--- src/hw/rtl/bphp_pkg.sv ---
// Shared types, code tables and constants of the board position packer.
package bphp_pkg;

	localparam logic [1:0] KIND_HEADER = 2'd0;
	localparam logic [1:0] KIND_BOARD  = 2'd1;
	localparam logic [1:0] KIND_HAND   = 2'd2;
	localparam logic [1:0] KIND_FINISH = 2'd3;

	localparam logic [2:0] PIECE_EMPTY = 3'd0;
	localparam logic [2:0] PIECE_GOLD  = 3'd7;

	localparam logic [1:0] STATUS_OK      = 2'd0;
	localparam logic [1:0] STATUS_OVERRUN = 2'd1;
	localparam logic [1:0] STATUS_SHORT   = 2'd2;

	// bytes a finish transfer may produce
	localparam int MAX_RESULTS = 32;
	localparam int CNT_W       = $clog2(MAX_RESULTS + 1);

	localparam int NUM_TYPES = 7;
	localparam logic [2:0] BOX_STEPS = 3'd7;

	localparam int QDEPTH = 4;
	localparam int QPTR_W = $clog2(QDEPTH);
	localparam int QCNT_W = $clog2(QDEPTH + 1);

	// one chunk of record bits, LSB first; pad asks the packer to close the record
	typedef struct packed {
		logic [7:0] bits;
		logic [3:0] len;
		logic       pad;
		logic       fin;
	} op_t;

	typedef struct packed {
		logic done;
		logic record_done;
	} done_t;

	typedef enum logic [1:0] {
		FR_IDLE,
		FR_HDR2,
		FR_FIN,
		FR_WAIT
	} front_state_t;

	function automatic logic [7:0] board_code(input logic [2:0] pk);
		case (pk)
			3'd1:    board_code = 8'h01;
			3'd2:    board_code = 8'h03;
			3'd3:    board_code = 8'h0b;
			3'd4:    board_code = 8'h07;
			3'd5:    board_code = 8'h1f;
			3'd6:    board_code = 8'h3f;
			3'd7:    board_code = 8'h0f;
			default: board_code = 8'h00;
		endcase
	endfunction

	function automatic logic [2:0] board_len(input logic [2:0] pk);
		case (pk)
			3'd1:    board_len = 3'd2;
			3'd2:    board_len = 3'd4;
			3'd3:    board_len = 3'd4;
			3'd4:    board_len = 3'd4;
			3'd5:    board_len = 3'd6;
			3'd6:    board_len = 3'd6;
			3'd7:    board_len = 3'd5;
			default: board_len = 3'd0;
		endcase
	endfunction

	function automatic logic [7:0] box_code(input logic [2:0] pk);
		case (pk)
			3'd1:    box_code = 8'h02;
			3'd2:    box_code = 8'h09;
			3'd3:    box_code = 8'h0d;
			3'd4:    box_code = 8'h0b;
			3'd5:    box_code = 8'h2f;
			3'd6:    box_code = 8'h3f;
			3'd7:    box_code = 8'h1b;
			default: box_code = 8'h00;
		endcase
	endfunction

	function automatic logic [2:0] box_len(input logic [2:0] pk);
		case (pk)
			3'd1:    box_len = 3'd2;
			3'd2:    box_len = 3'd4;
			3'd3:    box_len = 3'd4;
			3'd4:    box_len = 3'd4;
			3'd5:    box_len = 3'd6;
			3'd6:    box_len = 3'd6;
			3'd7:    box_len = 3'd5;
			default: box_len = 3'd0;
		endcase
	endfunction

	// piece-box walk: pawn, lance, knight, silver, gold, bishop, rook
	function automatic logic [2:0] box_order(input logic [2:0] step);
		case (step)
			3'd0:    box_order = 3'd1;
			3'd1:    box_order = 3'd2;
			3'd2:    box_order = 3'd3;
			3'd3:    box_order = 3'd4;
			3'd4:    box_order = 3'd7;
			3'd5:    box_order = 3'd5;
			3'd6:    box_order = 3'd6;
			default: box_order = 3'd1;
		endcase
	endfunction

	// full set per counter slot (slot = piece_kind - 1)
	function automatic logic [4:0] box_init(input logic [2:0] slot);
		case (slot)
			3'd0:    box_init = 5'd18;
			3'd1:    box_init = 5'd4;
			3'd2:    box_init = 5'd4;
			3'd3:    box_init = 5'd4;
			3'd4:    box_init = 5'd2;
			3'd5:    box_init = 5'd2;
			3'd6:    box_init = 5'd4;
			default: box_init = 5'd0;
		endcase
	endfunction

endpackage

--- src/hw/rtl/board_position_huffman_packer.sv ---
// Top level of the board position prefix-code packer.
//
//  channel  | handshake          | payload
//  ---------+--------------------+-----------------------------------------------
//  input    | in_valid/in_stall  | kind, piece_kind, promoted, owner, turn,
//           |                    | first_king_square, second_king_square
//  output   | out_valid/out_stall| out_byte, last, status
//
// Board items become one chunk in the classifier and hand items at most one; a
// header splits into an 8-bit and a 7-bit chunk. The packer retires one chunk
// per cycle unless a held output byte is stalled, and emits at most one byte
// per cycle through the output register. After the finish transfer the
// classifier walks the box, pushing one chunk per piece left in it and then a
// padding op, and the packer emits the padding bytes; input is held off until
// the record is closed or the finish has spent its 32-byte budget.
// Reset (arst_n low) clears accumulator, byte count, overrun flag and refills
// the piece box. Output stall backs up the packer, then the 4-entry chunk
// queue, then the input.
module board_position_huffman_packer #(
	parameter int RECORD_BITS = 256
) (
	input  logic        clk,
	input  logic        arst_n,

	input  logic        in_valid,
	output logic        in_stall,
	input  logic [1:0]  kind,
	input  logic [2:0]  piece_kind,
	input  logic        promoted,
	input  logic        owner,
	input  logic        turn,
	input  logic [6:0]  first_king_square,
	input  logic [6:0]  second_king_square,

	output logic        out_valid,
	input  logic        out_stall,
	output logic [7:0]  out_byte,
	output logic        last,
	output logic [1:0]  status
);

	logic               push;
	bphp_pkg::op_t      push_op;
	logic               q_full;
	logic               pop;
	logic               op_valid;
	bphp_pkg::op_t      op;
	bphp_pkg::done_t    done;

	// classifier: header split, code lookup, piece box walk on finish
	bphp_front u_front (
		.clk                (clk),
		.arst_n             (arst_n),
		.in_valid           (in_valid),
		.in_stall           (in_stall),
		.kind               (kind),
		.piece_kind         (piece_kind),
		.promoted           (promoted),
		.owner              (owner),
		.turn               (turn),
		.first_king_square  (first_king_square),
		.second_king_square (second_king_square),
		.push               (push),
		.push_op            (push_op),
		.q_full             (q_full),
		.done               (done)
	);

	// decouples the classifier from output back-pressure
	bphp_fifo u_fifo (
		.clk      (clk),
		.arst_n   (arst_n),
		.push     (push),
		.push_op  (push_op),
		.full     (q_full),
		.pop      (pop),
		.op_valid (op_valid),
		.op       (op)
	);

	// packer: byte assembly, final byte hold, padding and status
	bphp_back #(
		.RECORD_BITS (RECORD_BITS)
	) u_back (
		.clk       (clk),
		.arst_n    (arst_n),
		.op_valid  (op_valid),
		.op        (op),
		.pop       (pop),
		.done      (done),
		.out_valid (out_valid),
		.out_stall (out_stall),
		.out_byte  (out_byte),
		.last      (last),
		.status    (status)
	);

endmodule

--- src/hw/rtl/bphp_fifo.sv ---
// Small op queue between the classifier and the bit packer.
module bphp_fifo (
	input  logic            clk,
	input  logic            arst_n,
	input  logic            push,
	input  bphp_pkg::op_t   push_op,
	output logic            full,
	input  logic            pop,
	output logic            op_valid,
	output bphp_pkg::op_t   op
);

	bphp_pkg::op_t                  mem_q [bphp_pkg::QDEPTH];
	logic [bphp_pkg::QPTR_W-1:0]    wr_ptr_q;
	logic [bphp_pkg::QPTR_W-1:0]    rd_ptr_q;
	logic [bphp_pkg::QCNT_W-1:0]    count_q;
	logic                           do_push;
	logic                           do_pop;

	assign full     = (count_q == bphp_pkg::QCNT_W'(bphp_pkg::QDEPTH));
	assign op_valid = (count_q != '0);
	assign op       = mem_q[rd_ptr_q];
	assign do_push  = push && !full;
	assign do_pop   = pop && op_valid;

	always_ff @(posedge clk or negedge arst_n) begin
		if (!arst_n) begin
			wr_ptr_q <= '0;
			rd_ptr_q <= '0;
			count_q  <= '0;
		end else begin
			if (do_push) begin
				wr_ptr_q <= wr_ptr_q + 1'b1;
			end
			if (do_pop) begin
				rd_ptr_q <= rd_ptr_q + 1'b1;
			end
			case ({do_push, do_pop})
				2'b10:   count_q <= count_q + 1'b1;
				2'b01:   count_q <= count_q - 1'b1;
				default: count_q <= count_q;
			endcase
		end
	end

	always_ff @(posedge clk) begin
		if (do_push) begin
			mem_q[wr_ptr_q] <= push_op;
		end
	end

	a_ptr_match: assert property (@(posedge clk) disable iff (!arst_n)
		count_q != '0 || wr_ptr_q == rd_ptr_q)
		else $error("queue empty but pointers differ");

endmodule

--- src/hw/rtl/bphp_front.sv ---
// Classifier: turns input items into bit chunks and walks the piece box on finish.
module bphp_front (
	input  logic                clk,
	input  logic                arst_n,
	input  logic                in_valid,
	output logic                in_stall,
	input  logic [1:0]          kind,
	input  logic [2:0]          piece_kind,
	input  logic                promoted,
	input  logic                owner,
	input  logic                turn,
	input  logic [6:0]          first_king_square,
	input  logic [6:0]          second_king_square,
	output logic                push,
	output bphp_pkg::op_t       push_op,
	input  logic                q_full,
	input  bphp_pkg::done_t     done
);

	bphp_pkg::front_state_t state_q;
	bphp_pkg::front_state_t state_n;
	logic [2:0]             step_q;
	logic [6:0]             sq2_q;
	logic [4:0]             box_q [bphp_pkg::NUM_TYPES];

	logic                   accept;
	logic [2:0]             fin_pk;
	logic [2:0]             rd_idx;
	logic [4:0]             box_rd;
	logic                   dec_en;
	logic                   step_inc;
	logic [7:0]             code;
	logic [2:0]             clen;
	logic                   box_ok;

	assign accept   = in_valid && (state_q == bphp_pkg::FR_IDLE) && !q_full;
	assign in_stall = !((state_q == bphp_pkg::FR_IDLE) && !q_full);
	assign fin_pk   = bphp_pkg::box_order(step_q);
	// single read port on the counters
	assign rd_idx   = (state_q == bphp_pkg::FR_FIN) ? fin_pk - 3'd1 : piece_kind - 3'd1;
	assign box_rd   = (rd_idx < 3'(bphp_pkg::NUM_TYPES)) ? box_q[rd_idx] : 5'd0;

	always_comb begin
		state_n = state_q;
		case (state_q)
			bphp_pkg::FR_IDLE: begin
				if (accept && kind == bphp_pkg::KIND_HEADER) begin
					state_n = bphp_pkg::FR_HDR2;
				end else if (accept && kind == bphp_pkg::KIND_FINISH) begin
					state_n = bphp_pkg::FR_FIN;
				end
			end
			bphp_pkg::FR_HDR2: begin
				if (!q_full) begin
					state_n = bphp_pkg::FR_IDLE;
				end
			end
			bphp_pkg::FR_FIN: begin
				if (step_q == bphp_pkg::BOX_STEPS && !q_full) begin
					state_n = bphp_pkg::FR_WAIT;
				end
			end
			bphp_pkg::FR_WAIT: begin
				if (done.done) begin
					state_n = bphp_pkg::FR_IDLE;
				end
			end
			default: state_n = bphp_pkg::FR_IDLE;
		endcase
	end

	always_comb begin
		push     = 1'b0;
		push_op  = '0;
		dec_en   = 1'b0;
		step_inc = 1'b0;
		code     = bphp_pkg::board_code(piece_kind);
		clen     = bphp_pkg::board_len(piece_kind);
		case (state_q)
			bphp_pkg::FR_IDLE: begin
				if (accept) begin
					case (kind)
						bphp_pkg::KIND_HEADER: begin
							push          = 1'b1;
							push_op.bits  = {first_king_square, turn};
							push_op.len   = 4'd8;
						end
						bphp_pkg::KIND_BOARD: begin
							push = 1'b1;
							if (piece_kind == bphp_pkg::PIECE_EMPTY) begin
								push_op.len = 4'd1;
							end else if (piece_kind == bphp_pkg::PIECE_GOLD) begin
								dec_en       = 1'b1;
								push_op.bits = code | ({7'd0, owner} << clen);
								push_op.len  = {1'b0, clen} + 4'd1;
							end else begin
								dec_en       = 1'b1;
								push_op.bits = code | ({7'd0, promoted} << clen)
									| ({7'd0, owner} << ({1'b0, clen} + 4'd1));
								push_op.len  = {1'b0, clen} + 4'd2;
							end
						end
						bphp_pkg::KIND_HAND: begin
							// code without bit 0, a zero promote bit (none for gold), then owner
							if (piece_kind == bphp_pkg::PIECE_GOLD) begin
								push         = 1'b1;
								dec_en       = 1'b1;
								push_op.bits = (code >> 1) | ({7'd0, owner} << (clen - 3'd1));
								push_op.len  = {1'b0, clen};
							end else if (piece_kind != bphp_pkg::PIECE_EMPTY) begin
								push         = 1'b1;
								dec_en       = 1'b1;
								push_op.bits = (code >> 1) | ({7'd0, owner} << clen);
								push_op.len  = {1'b0, clen} + 4'd1;
							end
						end
						default: ;
					endcase
				end
			end
			bphp_pkg::FR_HDR2: begin
				if (!q_full) begin
					push         = 1'b1;
					push_op.bits = {1'b0, sq2_q};
					push_op.len  = 4'd7;
				end
			end
			bphp_pkg::FR_FIN: begin
				if (step_q == bphp_pkg::BOX_STEPS) begin
					if (!q_full) begin
						push        = 1'b1;
						push_op.pad = 1'b1;
						push_op.fin = 1'b1;
					end
				end else if (box_rd == 5'd0) begin
					step_inc = 1'b1;
				end else if (!q_full) begin
					push         = 1'b1;
					dec_en       = 1'b1;
					push_op.fin  = 1'b1;
					push_op.bits = bphp_pkg::box_code(fin_pk);
					// trailing zero bit for every type but gold
					push_op.len  = {1'b0, bphp_pkg::box_len(fin_pk)}
						+ ((fin_pk == bphp_pkg::PIECE_GOLD) ? 4'd0 : 4'd1);
				end
			end
			default: ;
		endcase
	end

	always_ff @(posedge clk or negedge arst_n) begin
		if (!arst_n) begin
			state_q <= bphp_pkg::FR_IDLE;
			step_q  <= '0;
			for (int i = 0; i < bphp_pkg::NUM_TYPES; i++) begin
				box_q[i] <= bphp_pkg::box_init(3'(i));
			end
		end else begin
			state_q <= state_n;
			if (accept && kind == bphp_pkg::KIND_FINISH) begin
				step_q <= '0;
			end else if (step_inc) begin
				step_q <= step_q + 3'd1;
			end
			if (state_q == bphp_pkg::FR_WAIT && done.done && done.record_done) begin
				for (int i = 0; i < bphp_pkg::NUM_TYPES; i++) begin
					box_q[i] <= bphp_pkg::box_init(3'(i));
				end
			end else if (dec_en && box_rd != 5'd0) begin
				box_q[rd_idx] <= box_rd - 5'd1;
			end
		end
	end

	always_ff @(posedge clk) begin
		if (accept && kind == bphp_pkg::KIND_HEADER) begin
			sq2_q <= second_king_square;
		end
	end

	always_comb begin
		box_ok = 1'b1;
		for (int i = 0; i < bphp_pkg::NUM_TYPES; i++) begin
			if (box_q[i] > bphp_pkg::box_init(3'(i))) begin
				box_ok = 1'b0;
			end
		end
	end

	a_box_bound: assert property (@(posedge clk) disable iff (!arst_n) box_ok)
		else $error("piece box counter above full set");

endmodule

--- src/hw/rtl/bphp_back.sv ---
// Bit packer: merges chunks into bytes, holds the final byte, pads and closes the record.
module bphp_back #(
	parameter int RECORD_BITS = 256
) (
	input  logic                clk,
	input  logic                arst_n,
	input  logic                op_valid,
	input  bphp_pkg::op_t       op,
	output logic                pop,
	output bphp_pkg::done_t     done,
	output logic                out_valid,
	input  logic                out_stall,
	output logic [7:0]          out_byte,
	output logic                last,
	output logic [1:0]          status
);

	localparam int RECORD_BYTES = RECORD_BITS / 8;
	localparam int BW           = $clog2(RECORD_BYTES);
	localparam logic [BW-1:0] LAST_BYTE = BW'(RECORD_BYTES - 1);

	logic [7:0]                     acc_q;
	logic [3:0]                     fill_q;
	logic [BW-1:0]                  bytes_q;
	logic                           overrun_q;
	logic [bphp_pkg::CNT_W-1:0]     count_q;
	logic                           out_v_q;
	logic [7:0]                     out_byte_q;
	logic                           out_last_q;
	logic [1:0]                     out_status_q;

	logic                           adv;
	logic                           is_final;
	logic [15:0]                    wide;
	logic [4:0]                     total;
	logic [7:0]                     acc_n;
	logic [3:0]                     fill_n;
	logic [BW-1:0]                  bytes_n;
	logic                           overrun_n;
	logic [bphp_pkg::CNT_W-1:0]     count_n;
	logic                           emit;
	logic [7:0]                     emit_byte;
	logic                           emit_last;
	logic [1:0]                     emit_status;

	assign adv      = op_valid && (!out_v_q || !out_stall);
	assign is_final = (bytes_q == LAST_BYTE);
	assign wide     = {8'd0, acc_q} | ({8'd0, op.bits} << fill_q);
	assign total    = {1'b0, fill_q} + {1'b0, op.len};

	always_comb begin
		acc_n       = acc_q;
		fill_n      = fill_q;
		bytes_n     = bytes_q;
		overrun_n   = overrun_q;
		count_n     = count_q;
		emit        = 1'b0;
		emit_byte   = acc_q;
		emit_last   = 1'b0;
		emit_status = bphp_pkg::STATUS_OK;
		pop         = 1'b0;
		done        = '0;
		if (adv && !op.pad) begin
			pop = 1'b1;
			if (!is_final) begin
				if (total >= 5'd8) begin
					emit      = 1'b1;
					emit_byte = wide[7:0];
					acc_n     = wide[15:8];
					fill_n    = 4'(total - 5'd8);
					bytes_n   = bytes_q + 1'b1;
					if (op.fin) begin
						count_n = count_q + 1'b1;
					end
				end else begin
					acc_n  = wide[7:0];
					fill_n = total[3:0];
				end
			end else begin
				// final byte is held; bits past its eighth are dropped
				acc_n  = wide[7:0];
				fill_n = (total > 5'd8) ? 4'd8 : total[3:0];
				if (total > 5'd8) begin
					overrun_n = 1'b1;
				end
			end
		end else if (adv) begin
			if (count_q == bphp_pkg::CNT_W'(bphp_pkg::MAX_RESULTS)) begin
				// byte budget of this finish spent, record stays open
				pop         = 1'b1;
				count_n     = '0;
				done.done   = 1'b1;
			end else if (is_final) begin
				pop         = 1'b1;
				emit        = 1'b1;
				emit_last   = 1'b1;
				if (overrun_q) begin
					emit_status = bphp_pkg::STATUS_OVERRUN;
				end else if (fill_q == 4'd8) begin
					emit_status = bphp_pkg::STATUS_OK;
				end else begin
					emit_status = bphp_pkg::STATUS_SHORT;
				end
				acc_n            = '0;
				fill_n           = '0;
				bytes_n          = '0;
				overrun_n        = 1'b0;
				count_n          = '0;
				done.done        = 1'b1;
				done.record_done = 1'b1;
			end else begin
				emit    = 1'b1;
				acc_n   = '0;
				fill_n  = '0;
				bytes_n = bytes_q + 1'b1;
				count_n = count_q + 1'b1;
			end
		end
	end

	always_ff @(posedge clk or negedge arst_n) begin
		if (!arst_n) begin
			acc_q     <= '0;
			fill_q    <= '0;
			bytes_q   <= '0;
			overrun_q <= 1'b0;
			count_q   <= '0;
			out_v_q   <= 1'b0;
		end else begin
			acc_q     <= acc_n;
			fill_q    <= fill_n;
			bytes_q   <= bytes_n;
			overrun_q <= overrun_n;
			count_q   <= count_n;
			if (emit) begin
				out_v_q <= 1'b1;
			end else if (!out_stall) begin
				out_v_q <= 1'b0;
			end
		end
	end

	always_ff @(posedge clk) begin
		if (emit) begin
			out_byte_q   <= emit_byte;
			out_last_q   <= emit_last;
			out_status_q <= emit_status;
		end
	end

	assign out_valid = out_v_q;
	assign out_byte  = out_byte_q;
	assign last      = out_last_q;
	assign status    = out_status_q;

	a_full_only_final: assert property (@(posedge clk) disable iff (!arst_n)
		fill_q == 4'd8 |-> is_final)
		else $error("full accumulator outside the final byte");

	a_fill_range: assert property (@(posedge clk) disable iff (!arst_n)
		fill_q <= 4'd8 && count_q <= bphp_pkg::CNT_W'(bphp_pkg::MAX_RESULTS))
		else $error("fill or byte budget out of range");

	a_close_clears: assert property (@(posedge clk) disable iff (!arst_n)
		done.record_done |=> bytes_q == '0 && fill_q == 4'd0 && !overrun_q)
		else $error("record state not cleared after final byte");

endmodule

--- config.mk ---
export PLATFORM = sky130hd
export DESIGN_NAME = board_position_huffman_packer
export DESIGN_NICKNAME = d
export VERILOG_FILES = /design/src/hw/rtl/bphp_pkg.sv /design/src/hw/rtl/board_position_huffman_packer.sv /design/src/hw/rtl/bphp_fifo.sv /design/src/hw/rtl/bphp_front.sv /design/src/hw/rtl/bphp_back.sv
export SDC_FILE = /design/constraint.sdc
export NUM_CORES = 1
export LEC_CHECK = 0
export BUFFER_PORTS_ARGS = -buffer_cell sky130_fd_sc_hd__buf_2
export CORE_UTILIZATION = 48
export CTS_BUF_LIST = sky130_fd_sc_hd__clkbuf_4 sky130_fd_sc_hd__clkbuf_8
export CTS_CLUSTER_DIAMETER = 60
export CTS_CLUSTER_SIZE = 8
export DETAILED_ROUTE_END_ITERATION = 12
export HOLD_SLACK_MARGIN = 0.05
export RECOVER_POWER = 25
export SYNTH_ARGS = -nofsm -noshare
export SYNTH_HDL_FRONTEND = slang
export SYNTH_HIERARCHICAL = 1
export SYNTH_SLANG_ARGS = --single-unit
--- constraint.sdc ---
create_clock -name clk -period 6.5 [get_ports clk]
set_input_delay 0 -clock clk [delete_from_list [all_inputs] [get_ports clk]]
set_output_delay 0 -clock clk [all_outputs]
set_load 0.01 [all_outputs]
* After elaboration in Yosys (flattened, before gate mapping)
Memory sizes are Yosys's and may differ from the RTL's. Index checks and enable logic that the tools add are counted.
Storage, ports and cells: register bits 90, bits in writable memories 56, input bits 26, output and inout port bits 13, logic and storage cells 260, memories 1
Operators by class: add/subtract/negate cells 16, order comparisons 5, eq/ne operators 43, shifts and indexed selects 5, mux-type cells 114, bitwise logic cells 9, reductions and logical operators 44
Memory list:
- u_fifo.mem_q | depth 4, bits a word 14, rd ports 1, clocked after memory_dff 0, wr ports 1, line bphp_fifo.sv:13 | bphp_pkg::op_t mem_q [bphp_pkg::QDEPTH];
Operators with widths (count):
- $mux 12 | 7
- $pmux 6 s7 | 2
- $mux 8 | 9
- $pmux 12 s3 | 2
- $mux 35 | 2
- $mux 5 | 10
- $mux 6 | 7
- $eq 3x3->1 const B | 13
- $mux 1 | 37
- $bwmux 35 | 1
- $mux 4 | 7
- $pmux 3 s4 | 2
- $shl 1x3->8 | 3
- $mux 2 | 11
- $mux 3 | 7
- $eq 3x2->1 const B | 6
- $pmux 3 s6 | 1
- $or 5x8->8 | 2
- $or 6x8->8 | 2
- $or 8x16->16 | 1
- $reduce_and 4->1 | 4
- $shl 8x4->16 | 1
- $bmux 5 s3 | 1
- $demux 5 s3 | 1
- 48 further kinds | 97

* Logic depth before layout (Yosys ltp)
word-level depth 18, mapped depth 26, depth with buffers taken out 24

* Modules after synthesis
The synthesis kept the hierarchy.
By module, submodules not included:
- bphp_front | instances 1, cells an instance 399, area an instance 3447.1 um2, sequential area each 1221.2 um2
- bphp_back | instances 1, cells an instance 266, area an instance 2526.2 um2, sequential area each 955.9 um2
- bphp_fifo | instances 1, cells an instance 110, area an instance 2478.6 um2, sequential area each 1856.8 um2

* Least setup slack after synthesis
OpenSTA, ideal clock, no wires.
path type reg-to-reg, from register u_front.step_q[0], to register u_fifo/count_q[2] (netlist bit), library setup time 79 ps, data arrival time 5090 ps, data required time 6421 ps, setup slack 1331 ps, stages on the path, launching flop included 25, buffers on the path 1, period minus slack after synthesis 5169 ps, cells stage by stage dfrtp_1 inv_1 ha_1 o31ai_1 inv_1 ha_1 nor3b_1 a21oi_2 mux2i_1 o21ai_0 o32a_1 inv_1 ha_1 nand4bb_1 buf_2 o21a_1 or3_1 nor2b_2 inv_1 ha_1 inv_1 fa_1 xor2_1 nor2_1 xor2_1
Between the ends: cells in the longest elaborated chain, start to end 16, elaborated cells on any way between the ends 25, those cells by class add/sub: 1; order compare: 1; eq/ne: 9; mux: 10; bitwise: 1; reduce/logical: 3
Ends and longest elaborated chain:
- from (decl) | line bphp_front.sv:22 | logic [2:0] step_q;
- from (signal assigned) | line bphp_front.sv:163 | step_q <= step_q + 3'd1;
- $eq 3x3->1 (tied with other cells) | line bphp_pkg.sv:101 | case (step)
- $pmux 3 s6 | line bphp_pkg.sv:101
- $sub 3x1->3 | line bphp_front.sv:40 | assign rd_idx = (state_q == bphp_pkg::FR_FIN) ? fin_pk - 3'd1 : piece_kind - 3'd1;
- $mux 3 | line bphp_front.sv:40
- $not 3->4 (implied by the code) | line bphp_front.sv:41 | assign box_rd = (rd_idx < 3'(bphp_pkg::NUM_TYPES)) ? box_q[rd_idx] : 5'd0;
- $bmux 5 s3 | line bphp_front.sv:41
- $mux 5 (implied by the code) (2 in series) | line bphp_front.sv:41
- $mux 5 | line bphp_front.sv:41
- $logic_not 5->1 | line bphp_front.sv:135 | end else if (box_rd == 5'd0) begin
- $mux 1 | line bphp_front.sv:135
- $mux 1 (*) | line bphp_front.sv:129 | if (step_q == bphp_pkg::BOX_STEPS) begin
- $pmux 1 s3 (*) | line bphp_front.sv:79 | case (state_q)
- named net push | line board_position_huffman_packer.sv:42 | logic push;
- $logic_and 1x1->1 (*) | line bphp_fifo.sv:23 | assign do_push = push && !full;
- $eq 2x1->1 or $eq 2x2->1 (tied branches) | line bphp_fifo.sv:38 | case ({do_push, do_pop})
- $pmux 3 s2 or $reduce_bool 2->1 (tied branches)
- to (signal assigned) | line bphp_fifo.sv:39 | 2'b10: count_q <= count_q + 1'b1;
- to (signal assigned) | line bphp_fifo.sv:40 | 2'b01: count_q <= count_q - 1'b1;
- to (signal assigned) | line bphp_fifo.sv:41 | default: count_q <= count_q;
- to (decl) | line bphp_fifo.sv:16 | logic [bphp_pkg::QCNT_W-1:0] count_q;
Mark *: on every way through the listed nets, which the timed path passes. The rest lies on a longest branch. The select of a mux whose other input is x is not followed. A chain may end at the register's enable or synchronous reset.

* Final worst setup path
Same ends and word-level chain as after synthesis.

==> summary.txt <==
status = finished, violations left
violated checks = capacitance limit, slew limit
Final Util = 53.64%
max-capacitance violation count = 1
Final Setup Violations = 0
crit-path most repeated cell = inv_1
Slew Limit Fails = 73
setup slack after placement = 0.5209 ns
Cell Area, Synth = 0.008452 sq mm
H-Tree Depth = 4
Initial Util = 49.03%
DRC viols = 0
worst path buffer plus inverter count = 5
M3 GR Usage = 4.842%
CP Launch Type = register
M2 GR Usage = 36.34%
later-pin clock latency in the skew report = 0.45 ns
R2R cell count = 23
placed wire-length estimate = 13280 um
crit path time final = 5.949 ns
setup bufs post-CTS = 0
hold slack = 0.1214 ns
hold depth = 3
YS warnings = 6
synth top area cells = edfxtp_1 26%, dfrtp_1 19%, mux2i_1 6.8%
FP Rows = 48
CP delay by family, top = compound AO/OA/AOI/OAI gates
CTS Buffer Depth = 2
Die Wd = 134.7 um
Distinct cells, synth = 84
vias in the first global route = 6042
CP max FO = 11
top cell type's share of synthesized area = 26.29%
DRT antenna net count = 0
ys flop type = edfxtp_1
top-count cell post-synth = nand2_1
critical path class = register to register
register area share after synthesis = 47.73%
Hold WC Path Type = input pin to register
Crit. End Element = register
RD Place Congestion = 0.9005
min setup slack post-route = 0.5508 ns
first-pass GRT wire length = 31130 um
DR vias/cell = 5.929
area growth from synthesis to layout = 9.386%
RSZ-0062 raised after global routing = no
Routed WL = 18860 um
num ports = 39
grt total ovfl = 0
clock sinks = 146
GR Util met1 = 29.18%
Commonest cells post-synth = 76 x nand2_1, 74 x edfxtp_1, 64 x dfrtp_1, 61 x nor2_1, 57 x mux2i_1
Hold Fails Final Rpt = 0
Pre-antenna DRT Iters = 5
layout cell share with drive strength beyond 1 = 12.41%
# port buffers = 38
Gate Count Post-Synth = 775
nets = 863
GR peak layer = met2
Avg WL per Cell = 18.15 um
EDFF count, synth = 74
Highest Clock Rate = 168.1 MHz
CTS Buf Count = 17
critical path arrival = 6.31 ns
core area = 0.01724 sq mm
WP depth = 23
ANT cells = 0
die area = 0.01814 sq mm
Clock Skew = 0.01464 ns
initial antenna violation count = 0
CP max stage delay = 0.46 ns
critical path data required time = 6.86 ns
largest net degree at the start of global routing = 73
Syn Nets = 837
Die H = 134.7 um
Slew @ Worst Pin = 3.928 ns
Layout fillers = 1519
cell breakdown of the critical path = inv_1, ha_1, o31ai_2, inv_1, ha_1, nor3b_1, a21oi_2, mux2i_1, o21ai_0, o32a_1, inv_1, ha_1, nand4bb_1, o21a_1, or3_1, nor2b_2, inv_1, ha_1, inv_1, fa_1, xor2_1, nor2_1, xor2_1
CTS tree = built
Tcrit/Tclk final = 91.53%
via count = 6160
GRT Util Overall = 22.19%
Slew headroom = -161.9%
syn_area_per_cell = 10.91 sq um
post-synthesis async set-or-reset flop share = 49.32%
Root Driver = clkbuf_8
Slowest-stage cell, CP = a21oi_2
CTS clock-pin slew for the worst setup and hold paths = 0.09 ns
setup_tns = 0 ns
largest area contributor in the netlist = edfxtp_1
Iter 0 DRT Violations = 446
FF+latch count, synth = 146
==> cell usage in the layout (no fill, tap or decap), types with 13 or more instances in the layout <==
master and count:
nand2_1 76, edfxtp_1 74, dfrtp_1 64, nor2_1 61, mux2i_1 57, o21ai_0 45, ha_1 34, inv_1 33
a21oi_1 30, buf_2 26, clkbuf_8 17, and2_1 17, nand3_1 15, clkbuf_1 13
==> metrics by stage <==
stage                     std cells  cell area (sq um)
after floorplan                 775               8452
after global placement          997               8721
after detailed placement        997               8721
after CTS                      1039               9259
after global routing           1039               9245
final                          1039               9245
==> worst reg2reg max path, stage by stage, from the launching register on <==
cell	delay (ns)
dfrtp_1	0.44
inv_1	0.11
ha_1	0.28
o31ai_2	0.37
inv_1	0.12
ha_1	0.34
nor3b_1	0.09
a21oi_2	0.46
mux2i_1	0.24
o21ai_0	0.09
o32a_1	0.45
inv_1	0.12
ha_1	0.24
nand4bb_1	0.39
o21a_1	0.36
or3_1	0.37
nor2b_2	0.21
inv_1	0.09
ha_1	0.18
inv_1	0.07
fa_1	0.42
xor2_1	0.15
nor2_1	0.10
xor2_1	0.19
==> cell families after synthesis <==
kind of cell               Yosys count  synth area share [%]
muxes                               77                 11.68
buffers and inverters               75                 3.953
AOI/OAI and AO/OA                  182                 15.03
xor gates and xnor gates            13                 1.347
adders and majority gates           36                 5.507
and+or+nand+nor                    246                 14.76
DFF                                146                 47.73
==> flip-flops by register name, indices dropped and copies added, names as in the netlist, 3 cells and up <==
signal and flops:
u_front/sq2_q 7, u_back/fill_q 4, u_fifo/mem_q 56, u_back/out_byte 8, u_back/acc_q 8, u_front/step_q 3
u_fifo/count_q 3, u_back/count_q 6, u_back/bytes_q 5, u_front/box_q 35
==> path summary, 6_finish.rpt <==
| check | from | endpoint | slack, ns |
|---|---|---|---|
| min in group asynchronous | arst_n | u_back/acc_q[0] | 1.53 |
| min | first_king_square[2] | u_fifo/mem_q[2][9] | 0.12 |
| max in group asynchronous | arst_n | u_front/step_q[1] | 2.72 |
| max | u_front/step_q[0] | u_fifo/count_q[2] | 0.55 |
| max reg2reg | u_front/step_q[0] | u_fifo/count_q[2] | 0.55 |
| min reg2reg | u_back/bytes_q[4] | u_back/bytes_q[4] | 0.52 |
==> metal layers <==
metal  wire length (um)  part of all wire (%)  vias to the layer above
li1                   -                     -                     2922
met4                249                   1.3                        0
met1               8475                    45                     3024
met2               9149                    49                      193
met5                  0                     0                        -
met3                986                   5.2                       21
==> timing repair <==
item,in CTS,in global routing
hold buffers,10,0
endpoints found under the setup margin,0,1
hold endpoints to repair,76,0
resized for setup,0,1
==> layout make-up <==
class	instances	area [sq um]	share of cell area (%)
clock inverter	15	203.9	2.206
sequential	146	4034	43.63
clock buffer	17	234.0	2.531
inverter	33	123.9	1.340
timing repair buffer	49	279.0	3.018
multi-input combinational	554	4089	44.23
tap	225	281.5	3.045
Power is left out: the tool's default activity adds up to more than one toggle a clock period on the data nets, which glitch-free logic cannot reach.
